===== src/hw/rtl/mcsf_pkg.sv =====
// shared types, constants and window tables for the motor command safety filter
package mcsf_pkg;

   localparam int MOTORS_DEF = 8;

   localparam int CMD_W   = 2;
   localparam int ID_W    = 4;
   localparam int POS_W   = 20;
   localparam int SPD_W   = 8;
   localparam int FORCE_W = 16;
   localparam int TIME_W  = 32;
   localparam int RATE_W  = 16;
   localparam int PROD_W  = RATE_W + TIME_W;
   localparam int STEP_W  = POS_W + 1;

   localparam int REQ_DATA_W = 80;
   localparam int REQ_USER_W = 2;
   localparam int RSP_DATA_W = 32;
   localparam int CSR_ADDR_W = 5;
   localparam int CSR_DATA_W = 32;

   // request tdata field positions
   localparam int REQ_ID_LSB    = 0;
   localparam int REQ_POS_LSB   = 4;
   localparam int REQ_SPD_LSB   = 24;
   localparam int REQ_FORCE_LSB = 32;
   localparam int REQ_NOW_LSB   = 48;

   // response tdata field positions
   localparam int RSP_ACC_BIT   = 0;
   localparam int RSP_POS_LSB   = 1;
   localparam int RSP_SPD_LSB   = 21;
   localparam int RSP_FAULT_BIT = 29;

   localparam logic [STEP_W-1:0] RATE_SAT = STEP_W'(1 << POS_W);

   localparam logic [FORCE_W-1:0] SOFT_FORCE_RST  = 16'd1200;
   localparam logic [SPD_W-1:0]   REDUCED_SPD_RST = 8'd25;
   localparam logic [FORCE_W-1:0] HAND_HARD_RST   = 16'd1600;
   localparam logic [FORCE_W-1:0] WRIST_HARD_RST  = 16'd2000;
   localparam logic [RATE_W-1:0]  RATE_RST        = 16'd206;

   typedef enum logic [CMD_W-1:0] {
      CMD_POSITION = 2'd0,
      CMD_FEEDBACK = 2'd1,
      CMD_STOP     = 2'd2
   } cmd_type;

   typedef enum logic [2:0] {
      REG_SOFT_FORCE  = 3'd0,
      REG_REDUCED_SPD = 3'd1,
      REG_HAND_HARD   = 3'd2,
      REG_WRIST_HARD  = 3'd3,
      REG_RATE        = 3'd4
   } reg_type;

   typedef struct packed {
      logic signed [POS_W-1:0] pos;
      logic [TIME_W-1:0]       last_ms;
      logic [FORCE_W-1:0]      force_val;
   } entry_type;

   typedef struct packed {
      logic [CMD_W-1:0]        cmd;
      logic [ID_W-1:0]         id;
      logic                    id_ok;
      logic signed [POS_W-1:0] pos;
      logic [SPD_W-1:0]        speed;
      logic [FORCE_W-1:0]      force_val;
      logic [TIME_W-1:0]       now_ms;
   } item_type;

   function automatic logic signed [POS_W-1:0] win_lo(input logic [ID_W-1:0] id);
      logic signed [POS_W-1:0] v;
      case (id)
         4'd0: v = -20'sd11438;
         4'd1, 4'd2, 4'd3, 4'd4: v = 20'sd0;
         4'd5, 4'd6: v = -20'sd34315;
         4'd7: v = -20'sd5719;
         default: v = 20'sd0;
      endcase
      return v;
   endfunction

   function automatic logic signed [POS_W-1:0] win_hi(input logic [ID_W-1:0] id);
      logic signed [POS_W-1:0] v;
      case (id)
         4'd0, 4'd1, 4'd2, 4'd3, 4'd4: v = 20'sd102944;
         4'd5, 4'd6: v = 20'sd34315;
         4'd7: v = 20'sd17157;
         default: v = 20'sd0;
      endcase
      return v;
   endfunction

   function automatic logic is_wrist(input logic [ID_W-1:0] id);
      return (id == 4'd5) || (id == 4'd6);
   endfunction

endpackage


===== src/hw/rtl/motor_command_safety_filter.sv =====
// per-motor position clamp, slew limiter and force fault guard
// One transaction per clock is accepted while the response side is ready; each request gives
// one response, registered through stage 1, stage 2 and the response register. Per-motor state
// (last position, last command tick, latest force) sits in a small synchronous memory read at
// request acceptance and written back from the commit stage, with forwarding from that stage
// so back-to-back requests to one motor see each other's updates. The 16 x 32 rate multiply
// sits in stage 1, ahead of the slew compare in stage 2. While a response waits, the two stages
// behind it keep their transactions, so up to three are held before the request side stalls.
module motor_command_safety_filter #(
   parameter int MOTORS = mcsf_pkg::MOTORS_DEF
) (
   input  logic                              clock,
   input  logic                              reset,
   input  logic                              req_tvalid,
   output logic                              req_tready,
   // motor_id[3:0], target_position[23:4], speed_request[31:24],
   // measured_force[47:32], now_ms[79:48]
   input  logic [mcsf_pkg::REQ_DATA_W-1:0]   req_tdata,
   // command[1:0]
   input  logic [mcsf_pkg::REQ_USER_W-1:0]   req_tuser,
   output logic                              rsp_tvalid,
   input  logic                              rsp_tready,
   // accepted[0], safe_position[20:1], safe_speed[28:21], fault_active[29], zero[31:30]
   output logic [mcsf_pkg::RSP_DATA_W-1:0]   rsp_tdata,
   input  logic                              csr_psel,
   input  logic                              csr_penable,
   input  logic                              csr_pwrite,
   input  logic [mcsf_pkg::CSR_ADDR_W-1:0]   csr_paddr,
   input  logic [mcsf_pkg::CSR_DATA_W-1:0]   csr_pwdata,
   output logic [mcsf_pkg::CSR_DATA_W-1:0]   csr_prdata,
   output logic                              csr_pready
);
   import mcsf_pkg::*;

   localparam int ADDR_W = (MOTORS > 1) ? $clog2(MOTORS) : 1;
   localparam int LIM_W  = ID_W + 1;
   localparam logic [LIM_W-1:0] MOTORS_LIM = LIM_W'(MOTORS);

   // configuration registers
   logic [FORCE_W-1:0] soft_ff, hand_ff, wrist_ff;
   logic [SPD_W-1:0]   reduced_ff;
   logic [RATE_W-1:0]  rate_ff;
   logic               csr_we;
   reg_type            csr_sel;

   assign csr_pready = 1'b1;
   assign csr_we     = csr_psel && csr_penable && csr_pwrite && csr_pready;
   assign csr_sel    = reg_type'(csr_paddr[CSR_ADDR_W-1:2]);

   always_ff @(posedge clock) begin
      if (reset) begin
         soft_ff    <= SOFT_FORCE_RST;
         reduced_ff <= REDUCED_SPD_RST;
         hand_ff    <= HAND_HARD_RST;
         wrist_ff   <= WRIST_HARD_RST;
         rate_ff    <= RATE_RST;
      end else if (csr_we) begin
         case (csr_sel)
            REG_SOFT_FORCE:  soft_ff    <= csr_pwdata[FORCE_W-1:0];
            REG_REDUCED_SPD: reduced_ff <= csr_pwdata[SPD_W-1:0];
            REG_HAND_HARD:   hand_ff    <= csr_pwdata[FORCE_W-1:0];
            REG_WRIST_HARD:  wrist_ff   <= csr_pwdata[FORCE_W-1:0];
            REG_RATE:        rate_ff    <= csr_pwdata[RATE_W-1:0];
            default: ;
         endcase
      end
   end

   always_comb begin
      case (csr_sel)
         REG_SOFT_FORCE:  csr_prdata = CSR_DATA_W'(soft_ff);
         REG_REDUCED_SPD: csr_prdata = CSR_DATA_W'(reduced_ff);
         REG_HAND_HARD:   csr_prdata = CSR_DATA_W'(hand_ff);
         REG_WRIST_HARD:  csr_prdata = CSR_DATA_W'(wrist_ff);
         REG_RATE:        csr_prdata = CSR_DATA_W'(rate_ff);
         default:         csr_prdata = '0;
      endcase
   end

   // pipeline control
   logic s1_valid_ff, s2_valid_ff, rsp_valid_ff;
   logic out_free, s2_free, s2_adv, s1_free, s1_adv, in_acc;

   assign out_free   = !rsp_valid_ff || rsp_tready;
   assign s2_adv     = s2_valid_ff && out_free;
   assign s2_free    = !s2_valid_ff || out_free;
   assign s1_adv     = s1_valid_ff && s2_free;
   assign s1_free    = !s1_valid_ff || s2_free;
   assign req_tready = s1_free;
   assign in_acc     = req_tvalid && req_tready;

   // request unpack
   item_type          in_item;
   logic [ADDR_W-1:0] rd_addr;

   always_comb begin
      in_item.cmd       = req_tuser[CMD_W-1:0];
      in_item.id        = req_tdata[REQ_ID_LSB +: ID_W];
      in_item.id_ok     = {1'b0, in_item.id} < MOTORS_LIM;
      in_item.pos       = signed'(req_tdata[REQ_POS_LSB +: POS_W]);
      in_item.speed     = req_tdata[REQ_SPD_LSB +: SPD_W];
      in_item.force_val = req_tdata[REQ_FORCE_LSB +: FORCE_W];
      in_item.now_ms    = req_tdata[REQ_NOW_LSB +: TIME_W];
   end

   assign rd_addr = in_item.id_ok ? in_item.id[ADDR_W-1:0] : '0;

   // per-motor state memory
   entry_type         mem [MOTORS];
   logic [MOTORS-1:0] mem_vld_ff;
   logic              wr_en;
   logic [ADDR_W-1:0] wr_addr;
   entry_type         wr_data;
   entry_type         s1_rd_ff;
   item_type          s1_item_ff;

   always_ff @(posedge clock) begin
      if (wr_en) begin
         mem[wr_addr] <= wr_data;
      end
   end

   always_ff @(posedge clock) begin
      if (reset) begin
         mem_vld_ff <= '0;
      end else if (wr_en) begin
         mem_vld_ff[wr_addr] <= 1'b1;
      end
   end

   always_ff @(posedge clock) begin
      if (in_acc) begin
         if (wr_en && (wr_addr == rd_addr)) begin
            s1_rd_ff <= wr_data;
         end else if (mem_vld_ff[rd_addr]) begin
            s1_rd_ff <= mem[rd_addr];
         end else begin
            s1_rd_ff <= '0;
         end
         s1_item_ff <= in_item;
      end
   end

   // stage 1: forward, clamp, elapsed time and rate product
   entry_type               s1_old;
   logic signed [POS_W-1:0] s1_lo, s1_hi, s1_clamp;
   logic [TIME_W-1:0]       s1_elapsed;
   logic [PROD_W-1:0]       s1_prod;
   logic [FORCE_W-1:0]      s1_hard;

   always_comb begin
      if (wr_en && (wr_addr == s1_item_ff.id[ADDR_W-1:0])) begin
         s1_old = wr_data;
      end else begin
         s1_old = s1_rd_ff;
      end
      s1_lo = win_lo(s1_item_ff.id);
      s1_hi = win_hi(s1_item_ff.id);
      if (s1_item_ff.pos < s1_lo) begin
         s1_clamp = s1_lo;
      end else if (s1_item_ff.pos > s1_hi) begin
         s1_clamp = s1_hi;
      end else begin
         s1_clamp = s1_item_ff.pos;
      end
      s1_elapsed = s1_item_ff.now_ms - s1_old.last_ms;
      s1_prod    = PROD_W'(rate_ff) * PROD_W'(s1_elapsed);
      s1_hard    = is_wrist(s1_item_ff.id) ? wrist_ff : hand_ff;
   end

   item_type                s2_item_ff;
   entry_type               s2_old_ff;
   logic signed [POS_W-1:0] s2_clamp_ff;
   logic [PROD_W-1:0]       s2_prod_ff;
   logic                    s2_hard_ff, s2_soft_ff;

   always_ff @(posedge clock) begin
      if (s1_adv) begin
         s2_item_ff  <= s1_item_ff;
         s2_old_ff   <= s1_old;
         s2_clamp_ff <= s1_clamp;
         s2_prod_ff  <= s1_prod;
         s2_hard_ff  <= s1_old.force_val >= s1_hard;
         s2_soft_ff  <= s1_old.force_val >= soft_ff;
      end
   end

   // stage 2: slew limit, fault decision, write back
   logic                    fault_ff, fault_in;
   logic [STEP_W-1:0]       s2_step;
   logic signed [22:0]      s2_last, s2_delta, s2_step_s, s2_up, s2_dn;
   logic signed [POS_W-1:0] s2_lim;
   logic                    s2_go, s2_fb, s2_acc;
   logic [SPD_W-1:0]        s2_spd;
   logic [RSP_DATA_W-1:0]   s2_rsp;

   always_comb begin
      s2_step   = (|s2_prod_ff[PROD_W-1:POS_W]) ? RATE_SAT : {1'b0, s2_prod_ff[POS_W-1:0]};
      s2_last   = 23'(s2_old_ff.pos);
      s2_delta  = 23'(s2_clamp_ff) - s2_last;
      s2_step_s = signed'({2'b00, s2_step});
      s2_up     = s2_last + s2_step_s;
      s2_dn     = s2_last - s2_step_s;
      if (s2_delta > s2_step_s) begin
         s2_lim = s2_up[POS_W-1:0];
      end else if (s2_delta < -s2_step_s) begin
         s2_lim = s2_dn[POS_W-1:0];
      end else begin
         s2_lim = s2_clamp_ff;
      end

      s2_go  = (s2_item_ff.cmd == CMD_POSITION) && s2_item_ff.id_ok && !fault_ff;
      s2_fb  = (s2_item_ff.cmd == CMD_FEEDBACK) && s2_item_ff.id_ok;
      s2_acc = s2_go && !s2_hard_ff;
      s2_spd = (s2_soft_ff && (s2_item_ff.speed > reduced_ff)) ? reduced_ff
                                                               : s2_item_ff.speed;

      wr_en   = s2_adv && (s2_go || s2_fb);
      wr_addr = s2_item_ff.id[ADDR_W-1:0];
      wr_data = s2_old_ff;
      if (s2_go) begin
         wr_data.last_ms = s2_item_ff.now_ms;
         wr_data.pos     = s2_lim;
      end else if (s2_fb) begin
         wr_data.force_val = s2_item_ff.force_val;
         wr_data.pos       = s2_item_ff.pos;
      end

      fault_in = fault_ff || (s2_adv && ((s2_go && s2_hard_ff) ||
                                          (s2_item_ff.cmd == CMD_STOP)));

      s2_rsp = '0;
      s2_rsp[RSP_ACC_BIT]             = s2_acc;
      s2_rsp[RSP_POS_LSB +: POS_W]    = s2_acc ? s2_lim : '0;
      s2_rsp[RSP_SPD_LSB +: SPD_W]    = s2_acc ? s2_spd : '0;
      s2_rsp[RSP_FAULT_BIT]           = fault_in;
   end

   logic [RSP_DATA_W-1:0] rsp_data_ff;

   always_ff @(posedge clock) begin
      if (s2_adv) begin
         rsp_data_ff <= s2_rsp;
      end
   end

   always_ff @(posedge clock) begin
      if (reset) begin
         s1_valid_ff  <= 1'b0;
         s2_valid_ff  <= 1'b0;
         rsp_valid_ff <= 1'b0;
         fault_ff     <= 1'b0;
      end else begin
         fault_ff <= fault_in;
         if (s1_free) begin
            s1_valid_ff <= in_acc;
         end
         if (s2_free) begin
            s2_valid_ff <= s1_adv;
         end
         if (out_free) begin
            rsp_valid_ff <= s2_adv;
         end
      end
   end

   assign rsp_tvalid = rsp_valid_ff;
   assign rsp_tdata  = rsp_data_ff;

endmodule


===== config.mk =====
export PLATFORM = sky130hd
export DESIGN_NAME = motor_command_safety_filter
export DESIGN_NICKNAME = d
export VERILOG_FILES = /design/src/hw/rtl/mcsf_pkg.sv /design/src/hw/rtl/motor_command_safety_filter.sv
export SDC_FILE = /design/constraint.sdc
export NUM_CORES = 2
export LEC_CHECK = 0
export ABC_AREA = 1
export BUFFER_PORTS_ARGS = -buffer_cell sky130_fd_sc_hd__buf_4
export CAP_MARGIN = 20
export CORE_ASPECT_RATIO = 0.6
export CORE_UTILIZATION = 45
export DETAILED_ROUTE_END_ITERATION = 10
export PLACE_DENSITY = 0.69
export SLEW_MARGIN = 20
export SYNTH_ARGS = -nofsm -noshare
export SYNTH_HDL_FRONTEND = slang
export SYNTH_SLANG_ARGS = --single-unit

===== constraint.sdc =====
create_clock -name clock -period 27.1 [get_ports clock]
set_clock_uncertainty 0.1 [all_clocks]
set_input_delay 4.065 -clock clock [delete_from_list [all_inputs] [get_ports clock]]
set_output_delay 4.065 -clock clock [all_outputs]
set_load 0.03 [all_outputs]

==> flow_summary.yaml <==
drt:
  drc: 0
  met2_wirelength_um: 83800
  dr.pass1.iters: 6
  wl_per_cell_um: 23.2
  first_iter_violations: 5957
  routed_wl_um: 205000
  postRouteAntennaNets: 0
  top_layer: "met4"
  vias: 50400
  via_per_inst: 5.70
  wl_met1_um: 89000
  wl_met3_um: 25300
status:
  outcome: "finished clean"
floorplanning:
  start_util_pct: 45.3
  die_h_um: 298
  std_cell_rows: 108
  die_area_um2: 147000
  die_x_um: 495
  num_io_pins: 193
  core_um2: 144000
synthesis:
  synth_edf_count: 945
  ys_top_cells_by_count: "nand2_1, edfxtp_1, inv_1"
  yosysTopAreaCellShare_pct: 43.3
  ys_top_cells_by_area: "edfxtp_1, fa_1, nand2_1, ha_1, inv_1"
  postSynth.asyncResetShare_pct: 0
  synth_cell_types: 67
  synth_top_cell_by_area: "edfxtp_1"
  syn_inst: 6776
  yosysWarnings: 0
  syn-cell-area_um2: 65500
  ys.flop_type: "edfxtp_1"
  avgSynthCellArea_um2: 9.67
  synth_seq_cells: 1038
  yosysMostFrequentCell: "nand2_1"
  yosysSeqAreaShare_pct: 46.2
final_layout:
  fill_cells: 13100
  final_cells: 8826
  drive_above_1_share_pct: 7.11
  area_growth_pct: 9.39
  nNetsFinal: 7682
  fin_util_pct: 49.6
power_and_ir_drop:
  power.density_nw_per_um2: 124
  comb_power_share_pct: 61.2
  power.share.clock_pct: 15.2
  p_sw_share_pct: 49.1
  peakVddDrop_uv: 363
  p_int_mw: 4.53
  switchingPower_mw: 4.37
  p_leak_nw: 30.2
  power_frac_seq_pct: 23.6
clocking:
  clock_sinks: 1038
  clockBufferDepth: 3
  clk_pin_slew_ps: 60
  cts_buffers: 95
  post_cts_resized: 0
  htree_levels: 3
  clk_latency_ps: 710
  cts-root-buf: "clkbuf_16"
  tritoncts: "built"
  cts_hold_buf: 0
  postCtsSetupBuffers: 0
placement:
  io_buffers: 155
  hpwl_um: 145000
  dpl_worst_slack_ps: 12400
  gp_congestion: 0.948
  dpl.cell_count: 8639
timing:
  fmax_ghz: 0.0697
  hold_viol_final: 0
  worst_pin_slew_ps: 1190
  fin_ws_ps: 12750
  period_share_pct: 53.0
  hold_ws_ps: 319
  rsz0062_at_grt: "no"
  final.setup.tns_ps: 0
  slew_headroom_pct: 20.0
  finalSetupViolations: 0
  min_period_ps: 14350
  maxSlewViolCount: 0
setup_path:
  critPathSlowestCell: "nand3_1"
  critPathKind: "in2reg"
  slowest_delay_ps: 670
  worst_setup_path_start_kind: "input pin"
  cp-end-kind: "flop"
  required_ps: 27450
  arrival_ps: 14700
  worstPathMaxFanout: 35
global_route:
  grt_max_degree: 198
  groute.usage.overall_pct: 27.8
  antenna_found_initial: 14
  grt_pass1_wl_um: 307000
  grt_overflow_total: 0
  grt_pass1_vias: 48900
hold_path:
  hold_path.class: "reg2reg"
flow_run:
  drv_cap: 0
-- flip-flops by register name (all words and copies together) (netlist names), 20 cells and up, named ones only --
signal and flops:
mem 544, s1_item_ff 83, s2_item_ff 82, s1_rd_ff 68, s2_old_ff 48, s2_prod_ff 48, rsp_tdata 30, s2_clamp_ff 20
s2_last 20
-- kinds of logic (layout without fill, tap and decap cells) --
logic type      after synthesis  count (layout)  share of synthesized area [%]
compound gates              948             948                           8.44
xor+xnor                    112             112                           1.54
flops                      1038            1038                           46.2
mux                           1               1                         0.0153
fa+ha+maj                   744             744                           19.0
other cells                   2              31                         0.0115
simple gates               2726            2726                           17.7
buf+inv                    1205            1301                           7.11
-- layout make-up --
class                           instances  area [um2]  share of cell area, %
Clock inverter                         51         454                  0.634
Multi-Input combinational cell       4550       30800                   43.0
Sequential cell                      1038       30200                   42.2
Inverter                              910        3440                   4.81
Antenna cell                           12        30.0                 0.0419
Timing Repair Buffer                  217        1690                   2.35
Clock buffer                          123        2610                   3.64
Tap cell                             1925        2410                   3.36
-- worst paths after layout --
kind | startpoint | end | slack [ps] | cells after the start
max | rsp_tready | s2_prod_ff[47] | 12750 | 39
min | s1_item_ff[37] | s2_item_ff[37] | 320 | 0
max reg2reg | s2_item_ff[82] | s2_prod_ff[47] | 15660 | 38
min reg2reg | s1_item_ff[37] | s2_item_ff[37] | 320 | 0
-- routing by layer --
layer  up-vias  global-route usage (%)
li1      22600                       -
met1     24500                    41.7
met2      2815                    38.5
met3       366                    7.40
met4         0                    9.65
met5         -                       0
-- power groups by stage --
stage               Combinational (mW)  Clock (mW)  Sequential [mW]
global route                      5.98        1.43             2.10
detailed placement                5.25           0             2.13
CTS                               5.28        1.37             2.10
global placement                  5.17           0             2.13
floorplan                         3.53           0             2.11
finish                            5.44        1.35             2.10
-- placed cells by master, fill, tap and decap left out, drive strengths merged, types with 15 or more instances in the layout --
cell	count
nand2	1441
edfxtp	945
inv	902
nand3	575
nor2	534
fa	422
a21oi	404
ha	322
o21ai	265
buf	217
clkbuf	123
dfxtp	93
xor2	89
or2	59
clkinv	52
o31ai	41
nand4	40
nor3	37
a31oi	33
o21a	23
xnor2	23
o211ai	22
nor4	22
a22oi	20
a32o	19
conb	19
o32ai	18
o21bai	16
a221oi	16
a211o	15
-- worst max-delay path, delay by kind of cell --
kind                     cells  cell delay (ps)
adder cells (fa/ha/maj)      8             3720
XOR/XNOR                     1              100
AND/OR/NAND/NOR             15             3890
buffers and inverters        9             1280
AO/OA/AOI/OAI                6             1570
-- stage by stage --
| stage | total power [mW] | instance area (um2) |
|---|---|---|
| floorplan | 5.64 | 65600 |
| global placement | 7.30 | 68500 |
| detailed placement | 7.38 | 68500 |
| CTS | 8.75 | 71600 |
| global route | 9.51 | 71600 |
| finish | 8.90 | 71600 |
Note: power is estimated with default switching activity, not from simulation.
